===== src/sv/blrp_pkg.sv =====
// Shared types and constants of the bottom-left rectangle placer.
// No dependencies; the cells, the root/divide unit, the placer and the testbench import it.
package blrp_pkg;

	localparam int MAX_OBST = 64;
	localparam int IDX_W = $clog2(MAX_OBST);
	localparam int CNT_W = $clog2(MAX_OBST + 1);
	localparam int POS_W = CNT_W + 1;
	localparam int SHAPES = 6;
	localparam logic [15:0] CHIP_RESET = 16'd1024;

	typedef enum logic [1:0] {
		OP_CLEAR = 2'd0,
		OP_ADD   = 2'd1,
		OP_PLACE = 2'd2,
		OP_NONE  = 2'd3
	} op_t;

	typedef enum logic [2:0] {
		ST_ADDED   = 3'd0,
		ST_PLACED  = 3'd1,
		ST_NOFIT   = 3'd2,
		ST_FULL    = 3'd3,
		ST_CLEARED = 3'd4
	} status_t;

	typedef enum logic [0:0] {
		REG_WIDTH  = 1'b0,
		REG_HEIGHT = 1'b1
	} reg_t;

	typedef enum logic [1:0] {
		RT_A    = 2'd0,
		RT_2A   = 2'd1,
		RT_HALF = 2'd2
	} root_t;

	typedef enum logic [1:0] {
		SD_IDLE,
		SD_ROOT,
		SD_DIV,
		SD_DONE
	} sd_state_t;

	typedef enum logic [3:0] {
		C_IDLE,
		C_ROOT_GO,
		C_ROOT_WAIT,
		C_PUSH1,
		C_PUSH2,
		C_SHAPE,
		C_POS,
		C_FETCH_WAIT,
		C_CHECK,
		C_DROP,
		C_DROP_WAIT,
		C_FINISH,
		C_RESP
	} ctl_state_t;

	typedef struct packed {
		logic [15:0] x;
		logic [15:0] y;
		logic [15:0] w;
		logic [15:0] h;
	} rect_t;

	// probe that walks the cell chain
	typedef struct packed {
		logic             vld;
		logic [IDX_W-1:0] sel;
		logic [15:0]      x;
		logic [15:0]      y;
		logic [15:0]      w;
		logic [15:0]      h;
		logic             hit;
		logic [16:0]      top;
		logic [15:0]      fx;
		logic [15:0]      fw;
	} probe_t;

endpackage


===== src/sv/blrp_sqdiv.sv =====
// Iterative ceiling square root (binary search) followed by ceiling divide.
// Depends on blrp_pkg.
module blrp_sqdiv import blrp_pkg::*; (
	input  logic        clk,
	input  logic        arst_n,
	input  logic        start,
	input  logic [31:0] a,
	input  root_t       mode,
	output logic        done,
	output logic [16:0] root,
	output logic [16:0] quot
);

	sd_state_t   sd_q, sd_d;
	logic [17:0] lo_q, hi_q, mid;
	logic [17:0] rem_q, remsh;
	logic [32:0] dvd_q;
	logic [5:0]  cnt_q;
	logic [35:0] sq;
	logic [36:0] lhs, num;
	logic        ge, sub_ok;

	assign mid = 18'((19'(lo_q) + 19'(hi_q)) >> 1);
	assign sq = mid * mid;
	assign lhs = (mode == RT_HALF) ? {sq, 1'b0} : {1'b0, sq};
	assign num = (mode == RT_2A) ? {4'd0, a, 1'b0} : {5'd0, a};
	assign ge = lhs >= num;
	assign remsh = {rem_q[16:0], dvd_q[32]};
	assign sub_ok = remsh >= lo_q;

	always_comb begin
		sd_d = sd_q;
		unique case (sd_q)
			SD_IDLE: if (start) sd_d = SD_ROOT;
			SD_ROOT: if (lo_q >= hi_q) sd_d = SD_DIV;
			SD_DIV:  if (cnt_q == 6'd1) sd_d = SD_DONE;
			SD_DONE: sd_d = SD_IDLE;
			default: sd_d = SD_IDLE;
		endcase
	end

	always_comb begin
		done = (sd_q == SD_DONE);
		root = lo_q[16:0];
		quot = dvd_q[16:0];
	end

	always_ff @(posedge clk or negedge arst_n) begin
		if (!arst_n) begin
			sd_q <= SD_IDLE;
		end else begin
			sd_q <= sd_d;
		end
	end

	// root and quotient hold after done until the next start
	always_ff @(posedge clk) begin
		case (sd_q)
			SD_IDLE: begin
				if (start) begin
					lo_q <= 18'd0;
					hi_q <= 18'd1 << 17;
				end
			end
			SD_ROOT: begin
				if (lo_q < hi_q) begin
					if (ge) hi_q <= mid;
					else    lo_q <= mid + 18'd1;
				end else begin
					// ceil(a / r) as floor((a + r - 1) / r)
					rem_q <= 18'd0;
					dvd_q <= 33'(a) + 33'(lo_q) - 33'd1;
					cnt_q <= 6'd33;
				end
			end
			SD_DIV: begin
				rem_q <= sub_ok ? (remsh - lo_q) : remsh;
				dvd_q <= {dvd_q[31:0], sub_ok};
				cnt_q <= cnt_q - 6'd1;
			end
			default: ;
		endcase
	end

endmodule


===== config.mk =====
export PLATFORM = sky130hd
export DESIGN_NAME = blrp_sqdiv
export DESIGN_NICKNAME = d
export VERILOG_FILES = /design/src/sv/blrp_pkg.sv /design/src/sv/blrp_sqdiv.sv
export SDC_FILE = /design/constraint.sdc
export NUM_CORES = 1
export LEC_CHECK = 0
export BUFFER_PORTS_ARGS = -buffer_cell sky130_fd_sc_hd__buf_2
export CORE_MARGIN = 5
export CORE_UTILIZATION = 55
export CTS_CLUSTER_SIZE = 28
export DETAILED_ROUTE_END_ITERATION = 7
export PLACE_DENSITY = 0.75
export SLEW_MARGIN = 20
export SYNTH_ARGS = -nofsm -noshare
export SYNTH_HDL_FRONTEND = slang
export SYNTH_SLANG_ARGS = --single-unit

===== constraint.sdc =====
create_clock -name clk -period 11.1 [get_ports clk]
set_clock_uncertainty 0.05 [all_clocks]
set_input_delay 1.665 -clock clk [delete_from_list [all_inputs] [get_ports clk]]
set_output_delay 1.665 -clock clk [all_outputs]
set_load 0.01 [all_outputs]

==> metrics <==
Setup crit end kind register; Post-synth EDFFs 92; Min-Delay Path Depth 2; cell repeated most along the worst path fa_1; Hold Path End dvd_q[30]; Crit Path Category register to register; status finished, final reports clean; CP delay by family, top adder cells; startpoint types register; Die Y 196 um; Synth area leader fa_1; Die W 196 um; Req. time, crit path 11.13 ns; arrival time of the worst setup path 10.86 ns; Worst-path clk slew 0.07 ns; asr flop ratio synth 2.13%; pin count of the biggest net entering global routing 65; first-pass GRT wire length 80.1 mm; hold-fix buffer count after cts 0; fin util 60.6%; TritonCTS clock tree built; most frequent cell after synthesis inv_1; syn avg cell area 8.53 um^2; Max Cap Violations 0; worst min-delay path category register to register; diode count 0; min-delay src dvd_q[29]; synth top area cells fa_1 (24%), ha_1 (16%), edfxtp_1 (14%); RR Startpoint hi_q[0]; R2R Setup Slk 0.27 ns; GRT overflow 0; TritonCTS Buffers 9; worst path buffer plus inverter count 10; Reg2Reg Depth 47; Area growth, synth to finish 9.20%; register area share after synthesis 14.7%; DP HPWL 40.6 mm; gpl congestion 0.956; Main synth FF type edfxtp_1; most frequent cells after synthesis inv_1 (476), ha_1 (249), fa_1 (225); Die ar. 38600 um^2; r2r endpoint lo_q[3]; setup violators final 0; GRT Total Usage 25.8%; Total Nets Final 2816; peak fanout along the critical path 9; vias in the first global route 16042; vias per cell 5.67; DRC errors left 0; I/O Buffers 71; Antenna Nets Post-Route 0; cell count after synthesis 2241; worst slew pin tran 1.13 ns; final hold viol count 0; post-synthesis register bit count 94; post-synth top area share 23.6%; Root Driver clkbuf_16; Clk Latency, worst-skew pair 0.36 ns; drt total wl 49.8 mm; share of cells above drive strength 1 11.6%; CTS max path bufs 2; post-synthesis cell type count 81; Rows 68; synth warn 0; worst rel slew slack 23.5%; # clock sinks 94; initial antenna violation count 0; initial DRC count 1068; Vias 15674; Detailed Routing Iterations Pass 1 6; Post-Syn Nets 2752; Max Slew Vio Count 0; WL per Instance 18.0 um; I/O pins 72; crit path time final 10.83 ns; core area 34500 um^2; critical path's largest stage delay 0.59 ns; post-synthesis cell area 19100 um^2; Initial Utilization 55.5%; Peak Freq 0.0923 GHz; H-tree Lvls 3; slowest CP cell fa_1; Final Cycle Share 97.6%
## state kept, by name, indices dropped and copies added (netlist names)
name and flops:
cnt_q 6, dvd_q 33, hi_q 18, lo_q 18, rem_q 17, sd_q 2
## cells by family (layout without fill, tap and decap cells)
kind of cell | count (synthesis) | after routing | share of synthesized area [%]
compound gates | 394 | 394 | 13.3
xor+xnor | 98 | 98 | 4.49
fa+ha+maj | 474 | 474 | 39.9
buf+inv | 584 | 653 | 12.2
flops | 94 | 94 | 14.7
mux | 27 | 27 | 1.45
simple gates | 570 | 570 | 14.0
## metal layers
metal | vias to the layer above | wire length [um] | global-route usage (%)
met4 | 0 | 2620 | 11.5
met1 | 7615 | 19700 | 32.0
met2 | 552 | 24500 | 45.0
li1 | 7350 | - | -
met3 | 157 | 2980 | 3.61
met5 | - | 0 | 0
## worst max-delay path by stage
stage / startpoint / end / cells after the start
floorplan: lo_q[1] / lo_q[0] / 39
global placement: lo_q[5] / lo_q[2] / 39
detailed placement: lo_q[4] / lo_q[3] / 43
CTS: hi_q[0] / lo_q[12] / 46
global route: lo_q[0] / lo_q[4] / 43
finish: hi_q[0] / lo_q[3] / 47
## placed cells by master (no fill, tap or decap), types with 20 or more instances in the layout
cell      count
a21oi_1     115
inv_1       469
edfxtp_1     92
nand3_1      26
xor2_1       24
nand4_1      20
nand2_1     182
and2_1       32
buf_2        71
ha_1        238
nor2b_1      31
xnor2_1      69
nor2_1      168
fa_1        222
o21ai_0      88
nor3_1       21
buf_4        76
a21o_1       44
mux2i_1      21
## through the flow
| step | instances | hold slack (ns) | TNS, ns | instance area (um^2) | worst slack (ns) |
|---|---|---|---|---|---|
| after floorplan | 2241 | 0.448 | 0 | 19100 | 0.145 |
| after global placement | 2727 | 0.460 | -1.48 | 20000 | -0.0834 |
| after detailed placement | 2727 | 0.470 | -5.06 | 20000 | -0.162 |
| after CTS | 2748 | 0.488 | 0 | 20500 | 0.0103 |
| after global routing | 2765 | 0.517 | -2.00 | 20900 | -0.0965 |
| final | 2765 | 0.484 | 0 | 20900 | 0.267 |
## timing repair
action                                 4_1_cts  5_1_grt
endpoints found under the hold margin        0        0
gates resized for setup                     21       57
buffers inserted                             4       17
gates cloned                                 1        0
pin swaps                                   10       35
setup endpoints to repair                   36       36
## tightest hold or removal path: stages (launching register included)
cell and delay, ns:
edfxtp_1 0.33, nand2_1 0.05, o21ai_0 0.05
## layout make-up
class	instances	area [um^2]
Timing Repair Buffer	153	1040
Inverter	484	1820
Tap cell	455	569
Multi-Input combinational cell	1563	14300
Fill cell	2984	13600
Sequential cell	94	2810
Clock inverter	7	71.3
Clock buffer	9	225
Power is left out: the tool's default activity adds up to more than one toggle a clock period on the data nets, which glitch-free logic cannot reach.
