<file path="config.mk">
export PLATFORM = sky130hd
export DESIGN_NAME = blrp_cell
export DESIGN_NICKNAME = d
export VERILOG_FILES = /design/src/sv/blrp_pkg.sv /design/src/sv/blrp_cell.sv
export SDC_FILE = /design/constraint.sdc
export NUM_CORES = 1
export LEC_CHECK = 0
export BUFFER_PORTS_ARGS = -buffer_cell sky130_fd_sc_hd__buf_2
export CORE_AREA = 3 3 190 192
export CTS_BUF_LIST = sky130_fd_sc_hd__clkbuf_16
export CTS_CLUSTER_DIAMETER = 80
export DETAILED_ROUTE_END_ITERATION = 6
export DIE_AREA = 0 0 193 195
export GPL_ROUTABILITY_DRIVEN = 1
export PLACE_DENSITY = 0.51
export SLEW_MARGIN = 25
export SYNTH_ARGS = -nofsm -noshare
export SYNTH_HDL_FRONTEND = slang
export SYNTH_SLANG_ARGS = --single-unit
</file>
<file path="constraint.sdc">
create_clock -name clk -period 6.6 [get_ports clk]
set_input_delay 0.66 -clock clk [delete_from_list [all_inputs] [get_ports clk]]
set_output_delay 0.66 -clock clk [all_outputs]
set_load 0.1 [all_outputs]
</file>
<file path="src/sv/blrp_pkg.sv">
// Shared types and constants of the bottom-left rectangle placer.
// No dependencies; the cells, the root/divide unit, the placer and the testbench import it.
package blrp_pkg;

	localparam int MAX_OBST = 64;
	localparam int IDX_W = $clog2(MAX_OBST);
	localparam int CNT_W = $clog2(MAX_OBST + 1);
	localparam int POS_W = CNT_W + 1;
	localparam int SHAPES = 6;
	localparam logic [15:0] CHIP_RESET = 16'd1024;

	typedef enum logic [1:0] {
		OP_CLEAR = 2'd0,
		OP_ADD   = 2'd1,
		OP_PLACE = 2'd2,
		OP_NONE  = 2'd3
	} op_t;

	typedef enum logic [2:0] {
		ST_ADDED   = 3'd0,
		ST_PLACED  = 3'd1,
		ST_NOFIT   = 3'd2,
		ST_FULL    = 3'd3,
		ST_CLEARED = 3'd4
	} status_t;

	typedef enum logic [0:0] {
		REG_WIDTH  = 1'b0,
		REG_HEIGHT = 1'b1
	} reg_t;

	typedef enum logic [1:0] {
		RT_A    = 2'd0,
		RT_2A   = 2'd1,
		RT_HALF = 2'd2
	} root_t;

	typedef enum logic [1:0] {
		SD_IDLE,
		SD_ROOT,
		SD_DIV,
		SD_DONE
	} sd_state_t;

	typedef enum logic [3:0] {
		C_IDLE,
		C_ROOT_GO,
		C_ROOT_WAIT,
		C_PUSH1,
		C_PUSH2,
		C_SHAPE,
		C_POS,
		C_FETCH_WAIT,
		C_CHECK,
		C_DROP,
		C_DROP_WAIT,
		C_FINISH,
		C_RESP
	} ctl_state_t;

	typedef struct packed {
		logic [15:0] x;
		logic [15:0] y;
		logic [15:0] w;
		logic [15:0] h;
	} rect_t;

	// probe that walks the cell chain
	typedef struct packed {
		logic             vld;
		logic [IDX_W-1:0] sel;
		logic [15:0]      x;
		logic [15:0]      y;
		logic [15:0]      w;
		logic [15:0]      h;
		logic             hit;
		logic [16:0]      top;
		logic [15:0]      fx;
		logic [15:0]      fw;
	} probe_t;

endpackage

</file>
<file path="src/sv/blrp_cell.sv">
// One obstacle cell of the chain: holds a rectangle, tests the passing probe.
// Depends on blrp_pkg.
module blrp_cell import blrp_pkg::*; (
	input  logic             clk,
	input  logic             arst_n,
	input  logic [IDX_W-1:0] idx,
	input  logic [CNT_W-1:0] count,
	input  logic             wr_en,
	input  rect_t            wr_rect,
	input  probe_t           pin,
	output probe_t           pout
);

	rect_t       ent_q;
	probe_t      nxt;
	logic        active;
	logic        ovl;
	logic [16:0] oxr, oyr, pxr, pyr;

	always_ff @(posedge clk) begin
		if (wr_en) begin
			ent_q <= wr_rect;
		end
	end

	assign active = {1'b0, idx} < count;
	assign oxr = 17'(ent_q.x) + 17'(ent_q.w);
	assign oyr = 17'(ent_q.y) + 17'(ent_q.h);
	assign pxr = 17'(pin.x) + 17'(pin.w);
	assign pyr = 17'(pin.y) + 17'(pin.h);
	// positive-area intersection; zero-size boxes never overlap
	assign ovl = (17'(pin.x) < oxr) && (17'(ent_q.x) < pxr) &&
		(17'(pin.y) < oyr) && (17'(ent_q.y) < pyr) &&
		(ent_q.w != 16'd0) && (ent_q.h != 16'd0) &&
		(pin.w != 16'd0) && (pin.h != 16'd0);

	always_comb begin
		nxt = pin;
		if (active && ovl) begin
			nxt.hit = 1'b1;
			if (oyr > nxt.top) begin
				nxt.top = oyr;
			end
		end
		if (active && (idx == pin.sel)) begin
			nxt.fx = ent_q.x;
			nxt.fw = ent_q.w;
		end
	end

	always_ff @(posedge clk or negedge arst_n) begin
		if (!arst_n) begin
			pout <= '0;
		end else begin
			pout <= nxt;
		end
	end

endmodule

</file>
==> flow_metrics.py <==
metrics = {
    "clock_network": {
        "cts_tree": "built",
        "root_buffer": "clkbuf_16",
        "clkSinkCount": 185,
        "hold_buffers": 0,
        "cts_buffers": 17,
        "htreeDepth": 4,
        "clkTransAtPathRegs_ps": 80,
        "clkLatencyLatePin_ps": 460,
        "cts_buffer_depth": 2,
        "cts.repair.resized": 0,
        "post_cts_buffers": 0,
    },
    "logic_synthesis": {
        "ys_seq_area_share_pct": 47.8,
        "synth.distinct_cells": 63,
        "ys_async_sr_fraction_pct": 65.4,
        "syn_inst": 865,
        "synth_top_area_share_pct": 29.2,
        "yosysTopAreaCell": "dfrtp_1",
        "syn_area_sq_um": 10400,
        "synth.ff_latch_count": 185,
        "synth.area.top_cells": "dfrtp_1, edfxtp_1, ha_1",
        "synth_warnings": 0,
        "synth_edf_count": 64,
        "ys.flop_type": "dfrtp_1",
        "syn_avg_cell_area_sq_um": 12.0,
        "synthesis.nets": 1216,
    },
    "power_and_ir_drop": {
        "seqPwrFrac_pct": 35.3,
        "internal-power_uw": 2230,
        "p_sw_share_pct": 41.5,
        "p_switching_uw": 1590,
        "irDropWorstVdd_mv": 0.188,
        "power_density_nw_per_um2": 292,
        "p_leak_uw": 0.00634,
        "combPwrFrac_pct": 37.7,
        "power_frac_clock_pct": 27.0,
    },
    "worst_setup_path": {
        "cp_common_cell": "a21oi_1",
        "worstPathArrival_ps": 5120,
        "crit_slowest_cell": "a2111oi_0",
        "max_stage_delay_ps": 550,
        "setup.worst_path.start_class": "register",
        "cp-end-kind": "register",
        "cp_cell_sequence": "ha_1 > a21o_1 > a21oi_1 > nor2b_1 > o211ai_1 > a21oi_1 > o221ai_1 > o21bai_1 > a21oi_1 > xor2_1 > ha_1 > a2111oi_0 > nand3_1 > o211ai_1 > a31oi_1 > a211oi_4 > nand3_4 > mux2_2",
        "cp_num_buf_inv": 0,
        "path_max_fanout": 17,
        "crit_required_ps": 6950,
        "critical-path-top-delay-family": "compound AO/OA/AOI/OAI gates",
        "crit_type": "register to register",
    },
    "sta": {
        "fin_setup_tns_ps": 0,
        "period_share_pct": 72.3,
        "worst_slack_ps": 1830,
        "setup_viol": 0,
        "fin_crit_ps": 4770,
        "worstMarginPinSlew_ps": 899,
        "slew_viol_final": 0,
        "slew_headroom_pct": 40.1,
        "skew_ps": 11.1,
        "hold_viol_final": 0,
        "fmax_ghz": 0.210,
        "rsz0062_at_grt": "false",
    },
    "floorplanning": {
        "dieArea_sq_um": 37600,
        "core_sq_um": 34500,
        "initial_core_util_pct": 30.0,
        "ios": 322,
        "fp.dieW_um": 193,
        "die_height_um": 195,
        "rows": 68,
    },
    "placement": {
        "gp_congestion": 0.861,
        "hpwl_mm": 26.1,
        "port_buffers": 321,
        "pre_cts_ws_ps": 1560,
    },
    "routing": {
        "antenna_left": 0,
        "avgRoutedWirePerCell_um": 19.1,
        "drc": 0,
        "drt_iter0_drc": 318,
        "routed_via_density": 4.68,
        "firstDrtPassIters": 4,
        "wirelength_mm": 32.0,
        "num_vias": 7829,
    },
    "run": {
        "maxCapViolations": 0,
    },
    "layout": {
        "syn_to_final_growth_pct": 26.3,
        "n_fill_cell": 3498,
        "mostFrequentLayoutCells": "buf_2, ha_1, dfrtp_1",
        "final_util_pct": 37.9,
        "drive_gt1_share_pct": 32.9,
        "layout_commonest_cell": "buf_2",
        "fin_nets": 1553,
    },
    "global_routing": {
        "grt_usage_pct": 17.1,
        "antenna_found_initial": 3,
        "grt_start_max_net_pins": 65,
        "gr-total-overflow": 0,
        "grt_first_pass_wirelength_mm": 47.5,
        "first_global_vias": 8106,
    },
    "hold_path": {
        "hp-class": "primary input to asynchronous set/reset pin",
    },
    "status": {
        "status": "finished clean",
    },
}
per-layer routing:
metal | global-route usage (%) | routed length [um] | share of wire, %
met1 | 23.9 | 15500 | 48
met4 | 4.37 | 532 | 1.7
met3 | 4.74 | 1990 | 6.2
met5 | 0 | 12 | 0.038
met2 | 26.1 | 14000 | 44
through the flow:
| stage | total power, uW | hold WS [ps] | area (sq um) | instances |
|---|---|---|---|---|
| floorplan | 2450 | 364 | 10400 | 865 |
| global placement | 2800 | 567 | 12500 | 1638 |
| detailed placement | 2820 | 563 | 12500 | 1638 |
| CTS | 3870 | 169 | 13100 | 1670 |
| global route | 4060 | 198 | 13100 | 1671 |
| finish | 3820 | 163 | 13100 | 1672 |
registers in the layout, indices dropped and copies added, names as in the netlist:
register	cells
ent_q	64
pout	121
area by class of cell:
| class | instances | area [sq um] | share of cell area, % |
|---|---|---|---|
| multi-input cells | 615 | 5120 | 39.2 |
| flip-flops and latches | 185 | 4950 | 37.8 |
| repair buffers | 323 | 1630 | 12.4 |
| well taps | 455 | 569 | 4.35 |
| clock buffers | 17 | 425 | 3.25 |
| inverters | 60 | 225 | 1.72 |
| clock inverters | 15 | 155 | 1.19 |
| diodes | 2 | 5.00 | 0.0383 |
power by group through the flow:
| stage | combinational [uW] | sequential (uW) | clock [uW] |
|---|---|---|---|
| 2_1_floorplan | 635 | 1810 | 0 |
| 3_3_place_gp | 1430 | 1380 | 0 |
| 3_5_place_dp | 1440 | 1380 | 0 |
| 4_1_cts | 1450 | 1350 | 1060 |
| 5_1_grt | 1580 | 1360 | 1120 |
| 6_report | 1440 | 1350 | 1030 |
Yosys cell counts, types with 4 or more instances:
cell type    n
a211o_1      4
a211oi_1     7
a21o_1      27
a21oi_1     61
a31oi_1      5
a41oi_1      4
dfrtp_1    121
edfxtp_1    64
fa_1         4
ha_1       146
inv_1       60
mux2_1       6
mux2_2      29
mux2i_1     14
nand2_1     34
nand2b_1    17
nand3_1     17
nand4_1     11
nor2_1      37
nor2b_1      5
nor3_1       4
nor4_1      19
o211ai_1     8
o21a_1      13
o21ai_0     36
o21bai_1     5
xnor2_1     34
xor2_1      26
worst paths after layout:
| kind | cells after the start | to | startpoint | slack (ps) |
|---|---|---|---|---|
| min | 1 | pout[6]$_DFF_PN0_ | arst_n | 160 |
| min in group clk | 1 | pout[120]$_DFF_PN0_ | pin[120] | 320 |
| min reg2reg | 1 | pout[16]$_DFF_PN0_ | ent_q[48]$_DFFE_PP_ | 580 |
| max | 18 | pout[32]$_DFF_PN0_ | ent_q[17]$_DFFE_PP_ | 1830 |
| max reg2reg | 18 | pout[32]$_DFF_PN0_ | ent_q[17]$_DFFE_PP_ | 1830 |
| max in group asynchronous | 2 | pout[94]$_DFF_PN0_ | arst_n | 5180 |
cells by family after synthesis:
| family | after synthesis | synth area share, % |
|---|---|---|
| buf+inv | 65 | 2.74 |
| simple gates | 159 | 7.84 |
| compound gates | 197 | 13.0 |
| mux | 49 | 5.16 |
| fa+ha+maj | 150 | 18.4 |
| flops | 185 | 47.8 |
| xor+xnor | 60 | 5.07 |
No activity file was read; power rests on OpenSTA's default activity.
